--- config.mk ---
export PLATFORM = sky130hd
export DESIGN_NAME = infix_to_postfix_converter
export DESIGN_NICKNAME = d
export VERILOG_FILES = /design/src/hdl/itp_pkg.sv /design/src/hdl/itp_ctrl.sv /design/src/hdl/itp_dpath.sv /design/src/hdl/infix_to_postfix_converter.sv
export SDC_FILE = /design/constraint.sdc
export NUM_CORES = 1
export LEC_CHECK = 0
export BUFFER_PORTS_ARGS = -buffer_cell sky130_fd_sc_hd__buf_2
export CORE_ASPECT_RATIO = 0.5
export CORE_MARGIN = 2
export CORE_UTILIZATION = 37
export CTS_CLUSTER_SIZE = 28
export DETAILED_ROUTE_END_ITERATION = 10
export PLACE_DENSITY = 0.62
export SYNTH_ARGS = -nofsm -noshare
export SYNTH_HDL_FRONTEND = slang
export SYNTH_SLANG_ARGS = --single-unit
--- constraint.sdc ---
create_clock -name clk -period 4 [get_ports clk]
set_clock_uncertainty 0.1 [all_clocks]
set_input_delay 1 -clock clk [delete_from_list [all_inputs] [get_ports clk]]
set_output_delay 1 -clock clk [all_outputs]
set_load 0.02 [all_outputs]
--- src/hdl/itp_pkg.sv ---
// Shared types, character codes and helpers for the infix-to-postfix converter.
// No dependencies; imported by the controller, the datapath and the top level.
`default_nettype none

package itp_pkg;

    localparam int STACK_DEPTH_DEF = 32;

    localparam logic [7:0] CH_PLUS  = 8'h2B;
    localparam logic [7:0] CH_MINUS = 8'h2D;
    localparam logic [7:0] CH_STAR  = 8'h2A;
    localparam logic [7:0] CH_SLASH = 8'h2F;
    localparam logic [7:0] CH_LPAR  = 8'h28;
    localparam logic [7:0] CH_RPAR  = 8'h29;
    localparam logic [7:0] CH_UPPER_A = 8'h41;
    localparam logic [7:0] CH_UPPER_Z = 8'h5A;
    localparam logic [7:0] CH_LOWER_A = 8'h61;
    localparam logic [7:0] CH_LOWER_Z = 8'h7A;
    localparam logic [7:0] CH_NUL   = 8'h00;

    typedef struct packed {
        logic [7:0] ch;
        logic       is_end;
    } itp_in_t;

    typedef struct packed {
        logic [7:0] out_char;
        logic       end_marker;
        logic       last;
    } itp_out_t;

    typedef enum logic {
        ST_IDLE,
        ST_EVAL
    } itp_state_t;

    typedef enum logic [1:0] {
        SRC_TOP,
        SRC_CHAR,
        SRC_TERM
    } itp_src_t;

    typedef struct packed {
        logic     load;
        logic     push;
        logic     pop;
        logic     emit;
        itp_src_t emit_src;
        logic     emit_last;
    } itp_cmd_t;

    typedef struct packed {
        logic is_end;
        logic is_letter;
        logic is_lpar;
        logic is_rpar;
        logic empty;
        logic one;
        logic top_lpar;
        logic below_lpar;
        logic pops_top;
        logic pops_below;
        logic out_free;
    } itp_status_t;

    function automatic logic [1:0] prec_of(input logic [7:0] c);
        logic [1:0] p;
        begin
            case (c)
                CH_PLUS, CH_MINUS: p = 2'd1;
                CH_STAR, CH_SLASH: p = 2'd2;
                default:           p = 2'd0;
            endcase
            return p;
        end
    endfunction

    function automatic logic letter_of(input logic [7:0] c);
        begin
            return (c inside {[CH_UPPER_A:CH_UPPER_Z], [CH_LOWER_A:CH_LOWER_Z]});
        end
    endfunction

endpackage

`default_nettype wire

--- src/hdl/itp_ctrl.sv ---
// Controller for the infix-to-postfix converter: accepts a character, then
// sequences pops, pushes and emits. Depends on itp_pkg.
`default_nettype none

module itp_ctrl (
    input  wire logic                clk,
    input  wire logic                rst_n,
    input  wire logic                char_valid,
    output logic                     char_stall,
    input  wire itp_pkg::itp_status_t sts,
    output itp_pkg::itp_cmd_t        cmd
);
    import itp_pkg::*;

    itp_state_t state_reg;
    itp_state_t state_next;

    always_ff @(posedge clk or negedge rst_n)
    begin
        if (!rst_n)
            state_reg <= ST_IDLE;
        else
            state_reg <= state_next;
    end

    always_comb
    begin
        state_next    = state_reg;
        cmd           = '0;
        cmd.emit_src  = SRC_TOP;
        char_stall    = (state_reg != ST_IDLE);

        case (state_reg)
            ST_IDLE:
            begin
                if (char_valid)
                begin
                    cmd.load   = 1'b1;
                    state_next = ST_EVAL;
                end
            end

            ST_EVAL:
            begin
                if (sts.is_end)
                begin
                    // flush top first, terminator closes the expression
                    if (!sts.empty)
                    begin
                        if (sts.out_free)
                        begin
                            cmd.pop  = 1'b1;
                            cmd.emit = 1'b1;
                        end
                    end
                    else if (sts.out_free)
                    begin
                        cmd.emit      = 1'b1;
                        cmd.emit_src  = SRC_TERM;
                        cmd.emit_last = 1'b1;
                        state_next    = ST_IDLE;
                    end
                end
                else if (sts.is_letter)
                begin
                    if (sts.out_free)
                    begin
                        cmd.emit      = 1'b1;
                        cmd.emit_src  = SRC_CHAR;
                        cmd.emit_last = 1'b1;
                        state_next    = ST_IDLE;
                    end
                end
                else if (sts.is_lpar)
                begin
                    cmd.push   = 1'b1;
                    state_next = ST_IDLE;
                end
                else if (sts.is_rpar)
                begin
                    if (sts.empty)
                        state_next = ST_IDLE;
                    else if (sts.top_lpar)
                    begin
                        cmd.pop    = 1'b1;   // discard the matching '('
                        state_next = ST_IDLE;
                    end
                    else if (sts.out_free)
                    begin
                        cmd.pop       = 1'b1;
                        cmd.emit      = 1'b1;
                        cmd.emit_last = sts.one || sts.below_lpar;
                    end
                end
                else
                begin
                    if (!sts.empty && sts.pops_top)
                    begin
                        if (sts.out_free)
                        begin
                            cmd.pop       = 1'b1;
                            cmd.emit      = 1'b1;
                            cmd.emit_last = sts.one || !sts.pops_below;
                        end
                    end
                    else
                    begin
                        cmd.push   = 1'b1;
                        state_next = ST_IDLE;
                    end
                end
            end

            default:
            begin
                state_next = ST_IDLE;
            end
        endcase
    end

endmodule

`default_nettype wire

--- src/hdl/itp_dpath.sv ---
// Datapath for the infix-to-postfix converter: input latch, operator stack
// (memory plus top/below registers), output register. Depends on itp_pkg.
`default_nettype none

module itp_dpath #(
    parameter int STACK_DEPTH = itp_pkg::STACK_DEPTH_DEF
) (
    input  wire logic                 clk,
    input  wire logic                 rst_n,
    input  wire itp_pkg::itp_in_t     char_data,
    input  wire itp_pkg::itp_cmd_t    cmd,
    output itp_pkg::itp_status_t      sts,
    output logic                      post_valid,
    input  wire logic                 post_stall,
    output itp_pkg::itp_out_t         post_data
);
    import itp_pkg::*;

    localparam int IDX_W   = (STACK_DEPTH > 1) ? $clog2(STACK_DEPTH) : 1;
    localparam int COUNT_W = $clog2(STACK_DEPTH + 1);

    logic [7:0]         ch_reg;
    logic               end_reg;
    logic [COUNT_W-1:0] count_reg;
    logic [COUNT_W-1:0] count_next;
    logic [7:0]         top_reg;
    logic [7:0]         below_reg;
    logic [7:0]         stack_mem [STACK_DEPTH];
    logic               full;
    logic               do_push;
    logic [COUNT_W-1:0] rd_count;
    logic [IDX_W-1:0]   rd_addr;
    logic [IDX_W-1:0]   wr_addr;
    logic               out_valid_reg;
    itp_out_t           out_data_reg;
    itp_out_t           emit_data;

    always_ff @(posedge clk)
    begin
        if (cmd.load)
        begin
            ch_reg  <= char_data.ch;
            end_reg <= char_data.is_end;
        end
    end

    assign full    = (count_reg == COUNT_W'(STACK_DEPTH));
    assign do_push = cmd.push && !full;

    always_comb
    begin
        count_next = count_reg;
        if (do_push)
            count_next = count_reg + COUNT_W'(1);
        else if (cmd.pop)
            count_next = count_reg - COUNT_W'(1);
    end

    always_ff @(posedge clk or negedge rst_n)
    begin
        if (!rst_n)
            count_reg <= '0;
        else
            count_reg <= count_next;
    end

    // entry two below the current top becomes the new below after a pop
    assign rd_count = count_reg - COUNT_W'(3);
    assign rd_addr  = rd_count[IDX_W-1:0];
    assign wr_addr  = count_reg[IDX_W-1:0];

    always_ff @(posedge clk)
    begin
        if (do_push)
        begin
            stack_mem[wr_addr] <= ch_reg;
            top_reg            <= ch_reg;
            below_reg          <= top_reg;
        end
        else if (cmd.pop)
        begin
            top_reg   <= below_reg;
            below_reg <= stack_mem[rd_addr];
        end
    end

    always_comb
    begin
        sts.is_end     = end_reg;
        sts.is_letter  = letter_of(ch_reg);
        sts.is_lpar    = (ch_reg == CH_LPAR);
        sts.is_rpar    = (ch_reg == CH_RPAR);
        sts.empty      = (count_reg == '0);
        sts.one        = (count_reg == COUNT_W'(1));
        sts.top_lpar   = (top_reg == CH_LPAR);
        sts.below_lpar = (below_reg == CH_LPAR);
        sts.pops_top   = (prec_of(ch_reg) <= prec_of(top_reg));
        sts.pops_below = (prec_of(ch_reg) <= prec_of(below_reg));
        sts.out_free   = !out_valid_reg || !post_stall;
    end

    always_comb
    begin
        emit_data.end_marker = 1'b0;
        emit_data.last       = cmd.emit_last;
        case (cmd.emit_src)
            SRC_TOP:  emit_data.out_char = top_reg;
            SRC_CHAR: emit_data.out_char = ch_reg;
            SRC_TERM:
            begin
                emit_data.out_char   = CH_NUL;
                emit_data.end_marker = 1'b1;
            end
            default:  emit_data.out_char = top_reg;
        endcase
    end

    always_ff @(posedge clk or negedge rst_n)
    begin
        if (!rst_n)
            out_valid_reg <= 1'b0;
        else if (cmd.emit)
            out_valid_reg <= 1'b1;
        else if (!post_stall)
            out_valid_reg <= 1'b0;
    end

    always_ff @(posedge clk)
    begin
        if (cmd.emit)
            out_data_reg <= emit_data;
    end

    assign post_valid = out_valid_reg;
    assign post_data  = out_data_reg;

endmodule

`default_nettype wire

--- src/hdl/infix_to_postfix_converter.sv ---
// Infix-to-postfix converter top level (shunting-yard with an operator stack).
// Depends on itp_pkg, itp_ctrl and itp_dpath.
//
// Usage:
//   Input channel char_*: one expression byte per transfer (char_data.ch), or
//   an end item (char_data.is_end) that flushes the stack and emits a
//   terminator. Output channel post_*: one postfix byte per transfer; the
//   terminator has out_char zero and end_marker set; last marks the final
//   result caused by an input item. Items such as '(' cause no result.
//   A letter is captured in the input latch, and the evaluate state then
//   writes its result to the output register, which drives post_*.
//   One item is handled at a time: the controller latches it, then pops
//   operators to the output where the item calls for it (operators, ')' and
//   end flush); the stack gives up one entry per cycle while the output
//   register is free, and a stalled output register holds this up.
//   A result waits in the output register while post_stall is high; the
//   controller holds in its evaluate state (char_stall high) until the
//   register frees up, so nothing is lost or repeated.
//   Reset (rst_n low, asynchronous) empties the stack and the output register.
//   A push onto a full stack of STACK_DEPTH entries is dropped.
`default_nettype none

module infix_to_postfix_converter #(
    parameter int STACK_DEPTH = itp_pkg::STACK_DEPTH_DEF
) (
    input  wire logic              clk,
    input  wire logic              rst_n,
    input  wire logic              char_valid,
    output logic                   char_stall,
    input  wire itp_pkg::itp_in_t  char_data,
    output logic                   post_valid,
    input  wire logic              post_stall,
    output itp_pkg::itp_out_t      post_data
);
    import itp_pkg::*;

    itp_cmd_t    cmd;
    itp_status_t sts;

    itp_ctrl u_ctrl (
        .clk        (clk),
        .rst_n      (rst_n),
        .char_valid (char_valid),
        .char_stall (char_stall),
        .sts        (sts),
        .cmd        (cmd)
    );

    itp_dpath #(
        .STACK_DEPTH (STACK_DEPTH)
    ) u_dpath (
        .clk        (clk),
        .rst_n      (rst_n),
        .char_data  (char_data),
        .cmd        (cmd),
        .sts        (sts),
        .post_valid (post_valid),
        .post_stall (post_stall),
        .post_data  (post_data)
    );

endmodule

`default_nettype wire
==> impl_metrics.tcl, run 1 <==
set metrics [dict create \
    syn2layout_area_growth_pct 13.3 \
    dp_slack_ns 0.606 \
    synth_area_leaders "edfxtp_1, mux4_2, nand2_1" \
    synth_seq_cells 299 \
    final_cells 1239 \
    io_buffers 24 \
    grt_pass1_wl_mm 41.8 \
    busiest_layer "met2" \
    power_uw 10300 \
    cts_inserted_buffers 29 \
    fin_crit_ns 3.43 \
    placedCellCount 1186 \
    avgSynthCellArea_um2 17.1 \
    synth_top_cell_by_area "edfxtp_1" \
    dr.pass1.iters 5 \
    num_vias 6681 \
    die_w_um 263 \
    grt_max_degree 41 \
    maxSlewViolCount 0 \
    ys.flop_type "edfxtp_1" \
    wl_per_cell_um 21.9 \
    intPower_uw 6700 \
    use_met1_pct 23.4 \
    arrival_ns 3.49 \
    fin_ws_ns 0.573 \
    cp_slowest_cell "nor2_1" \
    critPathCaptureType "flip-flop" \
    htreeDepth 1 \
    worst-setup-path-type "reg2reg" \
    antenna_found_initial 0 \
    path_clk_slew_ns 0.06 \
    synth_nets 747 \
    antenna_cells 0 \
    power_switching_uw 3580 \
    drt_iter0_markers 708 \
    final_nets 800 \
    path_buf_inv 0 \
    yosys_warnings 0 \
    grt_use_met3_pct 2.37 \
    synthArstFlopShare_pct 2.68 \
    finalSetupViolCount 0 \
    cp_top_family "simple AND/OR/NAND/NOR gates" \
    synth-seq-area-share_pct 72.3 \
    drt-total-wl_mm 27.1 \
    ir_drop_uv 414 \
    cp-start-kind "flip-flop" \
    required_ns 4.06 \
    fp.dieArea_um2 35000 \
    ioPinCount 25 \
    cts_resized 0 \
    ys_types 56 \
    track_usage_pct 15.6 \
    fin_tns_setup_ns 0 \
    status "finished, final reports clean" \
    slew_headroom_pct 47.9 \
    crit_fanout 8 \
    grt_pass1_vias 6660 \
    insertion_delay_ns 0.55 \
    netlist.area_leader.share_pct 70.7 \
    holdBufCountCts 0 \
    hold_ws_ns 0.233 \
    rsz0062_at_grt "no" \
    hold_path_class "in2async" \
    synth_edf_count 291 \
    overflow 0 \
    cts_root_buf "clkbuf_16" \
    post_drt_via_cell_ratio 5.39 \
    post_cts_buffers 0 \
    cts_tree "yes" \
    drive_above_1_share_pct 22.9 \
    drtAntennaViolNets 0 \
    min_period_over_period_pct 85.7 \
    combPwrFrac_pct 35.9 \
    core_area_um2 33000 \
    cts.sinks 299 \
    max-cap-violations 0 \
    p_seq_share_pct 39.9 \
    reg2reg_depth 10 \
    regMostFlops "u_dpath.stack_mem" \
    met2_usage_pct 24.4 \
    cpPeakStageDelay_ns 0.65 \
    finalHoldViolCount 0 \
    synthCells 723 \
    largest_reg_flops 256 \
    drc_errors 0 \
    num_rows 47 \
    dpl.hpwl_mm 17.1 \
    die_h_um 133 \
    crit_chain "nand3b_1, nor3_1, nand3_1, ha_1, nor2b_1, o21a_1, o31a_1, and4_4, nand2_1, nor2_1" \
    p_per_area_nw_per_um2 733 \
    power_leakage_uw 0.00450 \
    fmax_mhz 292 \
    rrSetupSlack_ns 0.57 \
    tightest_slew_ns 0.779 \
    sw_frac_of_total_pct 34.8 \
    globalplace.congestion 0.836 \
    clock_path_buffers 3 \
    initial_core_util_pct 37.5 \
    cp.depth 10 \
    syn_area_um2 12400 \
    power_frac_clock_pct 24.2 \
]
-- cells by family (layout without fill, tap and decap cells) --
group	after synthesis	count (layout)	synth area share, %
adder cells (fa/ha/maj)	11	11	1.11
flip-flops	299	299	72.3
XOR/XNOR	15	15	1.06
buffers and inverters	43	118	1.69
multiplexers	73	73	12.5
AND/OR/NAND/NOR	238	238	9.07
AO/OA/AOI/OAI	44	44	2.30
-- worst reg2reg max path, cell delays in order, from the launching register on --
cell,delay (ns)
edfxtp_1,0.43
nand3b_1,0.18
nor3_1,0.21
nand3_1,0.12
ha_1,0.30
nor2b_1,0.16
o21a_1,0.16
o31a_1,0.15
and4_4,0.27
nand2_1,0.32
nor2_1,0.65
-- worst paths after layout --
check | from | endpoint
hold / removal | rst_n | u_ctrl.char_stall
setup / recovery | u_dpath.top_reg[4] | u_dpath.stack_mem[6][0]
hold reg to reg | u_dpath.count_reg[5] | u_dpath.count_reg[5]
min in group clk | u_dpath.count_reg[5] | u_dpath.count_reg[5]
max in group asynchronous | rst_n | u_dpath.count_reg[0]
setup reg to reg | u_dpath.top_reg[4] | u_dpath.stack_mem[6][0]
-- synthesized netlist by cell type, drive strengths merged (2+ instances only) --
cell	number
or3b	3
a22oi	2
nor2b	7
nand4	10
nor2	37
and4	2
mux2	8
clkbuf	16
o21ai	23
nand3b	3
xor2	4
inv	5
edfxtp	291
nor4b	4
dfrtp	8
a21oi	5
and3	6
or3	2
a32oi	2
xnor2	11
nand3	38
mux4	64
ha	11
nand2b	2
buf	22
nor3	10
o21a	2
nand2	108
-- power by group through the flow --
stage | clock network, µW | logic (µW) | registers [µW]
floorplan | 0 | 2550 | 4140
global route | 2660 | 4010 | 4140
CTS | 2550 | 3710 | 4100
finish | 2490 | 3690 | 4100
global placement | 0 | 3680 | 4150
detailed placement | 0 | 3690 | 4170
-- layout make-up --
class | count | area (µm²)
multi-input cells | 381 | 3230
fillers | 2878 | 19000
flip-flops and latches | 299 | 8940
clock inverters | 10 | 53.8
clock buffers | 43 | 808
repair buffers | 60 | 403
inverters | 5 | 18.8
well taps | 441 | 552
-- metrics by stage --
| step | util [%] | cell area, µm² |
|---|---|---|
| 2_1_floorplan | - | 12400 |
| 3_3_place_gp | 39.9 | 13100 |
| 3_5_place_dp | 39.9 | 13100 |
| 4_1_cts | 42.5 | 14000 |
| 5_1_grt | 42.5 | 14000 |
| 6_report | 42.5 | 14000 |
-- layer usage --
layer / wire length, µm / vias up
met5: 0 / -
met4: 465 / 0
met3: 1790 / 45
met2: 12400 / 255
met1: 12400 / 3438
li1: - / 2943
-- cells in the final DEF (no fill, tap or decap), types with 7 or more instances in the layout --
cell,netlist,routed
xnor2_1,11,10
mux4_2,64,64
clkbuf_1,16,11
nor2_1,36,36
nand3_1,38,38
nand2_1,107,107
nor3_1,10,10
nand4_1,10,10
dfrtp_1,8,7
o21ai_0,20,20
ha_1,11,10
clkbuf_16,0,29
buf_4,2,35
buf_2,14,24
edfxtp_1,291,291
nor2b_1,7,7
No activity file was read; power rests on OpenSTA's default activity.
==> run 2, diff against run 1 <==
--- a/config.mk
+++ b/config.mk
@@ -11,6 +11,7 @@
 export CORE_UTILIZATION = 37
 export CTS_CLUSTER_SIZE = 28
 export DETAILED_ROUTE_END_ITERATION = 10
+export GPL_TIMING_DRIVEN = 0
 export PLACE_DENSITY = 0.62
 export SYNTH_ARGS = -nofsm -noshare
 export SYNTH_HDL_FRONTEND = slang
==> run 2 against run 1 <==
  * Non-clock buffer count rose by 29
  * Final area is 3.0% higher
  * Clock-buffer cell count shrank 9
  * Utilization increased by 1.3 points
  * Die area did not move
  * Largest power group unchanged
  * Global-route usage grew 0.81 points
  * Fmax fell by 9.6%
==> impl_metrics.tcl, run 2 (synthesis results as in run 1) <==
set metrics [dict create \
    holdBufCountCts 0 \
    p_seq_share_pct 37.0 \
    initial_core_util_pct 37.5 \
    slew_headroom_pct 38.7 \
    status "finished, final reports clean" \
    finalSetupViolCount 0 \
    path_clk_slew_ns 0.06 \
    antenna_found_initial 2 \
    drive_above_1_share_pct 27.0 \
    drc_errors 0 \
    final_util_pct 43.7 \
    io_buffers 24 \
    fmax_mhz 264 \
    power_switching_uw 3780 \
    dr.pass1.iters 6 \
    globalplace.congestion 0.815 \
    intPower_uw 7080 \
    insertion_delay_ns 0.55 \
    crit_fanout 9 \
    dpl.hpwl_mm 17.3 \
    fp.dieArea_um2 35000 \
    num_rows 47 \
    tightest_slew_ns 0.917 \
    die_w_um 263 \
    dp_slack_ns -1.01 \
    rrSetupSlack_ns 0.21 \
    hold_ws_ns 0.206 \
    combPwrFrac_pct 37.1 \
    power_frac_clock_pct 25.9 \
    sw_frac_of_total_pct 34.8 \
    fin_ws_ns 0.210 \
    critPathCaptureType "flip-flop" \
    cts_inserted_buffers 29 \
    core_area_um2 33000 \
    cts.sinks 299 \
    required_ns 4.08 \
    ir_drop_uv 383 \
    grt_pass1_vias 6660 \
    r2r_end "u_dpath.stack_mem[6][2]" \
    grt_pass1_wl_mm 42.5 \
    r2r-start "u_dpath.ch_reg[4]" \
    maxSlewViolCount 0 \
    fin_crit_ns 3.79 \
    drt_iter0_markers 828 \
    cp-start-kind "flip-flop" \
    final_nets 829 \
    regMostFlops "u_dpath.stack_mem" \
    drtAntennaViolNets 0 \
    track_usage_pct 16.4 \
    ioPinCount 25 \
    grt_max_degree 22 \
    cts_tree "yes" \
    worst-setup-path-type "reg2reg" \
    final_cell_mix "edfxtp_1, nand2_1, mux4_2" \
    largest_reg_flops 256 \
    antenna_cells 0 \
    power_leakage_uw 0.00466 \
    clock_path_buffers 3 \
    wl_per_cell_um 23.1 \
    drt-total-wl_mm 29.2 \
    min_period_over_period_pct 94.8 \
    num_vias 6862 \
    cts_root_buf "clkbuf_16" \
    rsz0062_at_grt "no" \
    hold_path_class "in2async" \
    post_drt_via_cell_ratio 5.43 \
    final_common_cell "edfxtp_1" \
    max-cap-violations 0 \
    syn2layout_area_growth_pct 16.7 \
    reg2reg_depth 11 \
    die_h_um 133 \
    htreeDepth 1 \
    p_per_area_nw_per_um2 753 \
    arrival_ns 3.87 \
    finalHoldViolCount 0 \
    overflow 0 \
]
run 2: cell count changes in the layout (fill, tap and decap cells not counted), sizes merged:
cell and change:
buf +13, bufinv +6, clkbuf +7, clkinv +1, clkinvlp -2
run 2: final cells by class:
class                   instances  area [µm²]
plain buffers                  38         190
flip-flops and latches        299        8940
clock buffers                  34         744
multi-input cells             381        3340
fillers                      2844       18600
inverters                       5        18.8
clock inverters                15         226
repair buffers                 51         415
well taps                     441         552
run 2: worst max-delay path, stage by stage, from the launching register on:
cell	delay (ns)
edfxtp_1	0.59
nor2b_1	0.11
and3_1	0.19
and3_1	0.19
ha_1	0.31
nor2b_1	0.18
o21a_1	0.18
o31a_1	0.15
and4_4	0.22
buf_6	0.14
nand2_1	0.44
nor2_2	0.63
run 2: metal layers:
metal	track usage (%)	up-vias	routed length [µm]
li1	-	3003	-
met1	23.1	3539	12500
met2	26.4	272	13700
met3	2.94	48	2260
met4	4.92	0	809
met5	0	-	0
run 2: how the worst max path moves through the flow:
stage	start	cells after the start	slack, ns	end
2_1_floorplan	u_dpath.ch_reg[4]	12	0.41	u_dpath.stack_mem[15][0]
3_3_place_gp	u_dpath.ch_reg[6]	11	-0.92	u_dpath.stack_mem[12][7]
3_5_place_dp	u_dpath.ch_reg[6]	11	-1.01	u_dpath.stack_mem[12][1]
4_1_cts	u_dpath.ch_reg[4]	11	-0.07	u_dpath.stack_mem[24][3]
5_1_grt	u_dpath.count_reg[0]	10	0.01	u_dpath.stack_mem[14][1]
6_report	u_dpath.ch_reg[4]	11	0.21	u_dpath.stack_mem[6][2]
run 2: repair_timing:
action / 4_1_cts / 5_1_grt
endpoints found under the setup margin: 285 / 282
resized for setup: 18 / 20
setup buffers: 15 / 11
run 2: power groups by stage:
stage	Clock, µW	Combinational (µW)	Sequential [µW]
CTS	2850	3950	4040
floorplan	0	2550	4140
global route	2960	4340	4040
global placement	0	3690	4190
finish	2810	4020	4020
detailed placement	0	3740	4190
run 2: metrics by stage:
stage | area, µm² | instances | total power [µW] | TNS [ns]
after floorplan | 12400 | 723 | 6690 | 0
after global placement | 13000 | 1188 | 7870 | -142.94
after detailed placement | 13100 | 1189 | 7930 | -171.62
after CTS | 14300 | 1253 | 10800 | -4.32
after global routing | 14400 | 1264 | 11300 | 0
final | 14400 | 1264 | 10900 | 0
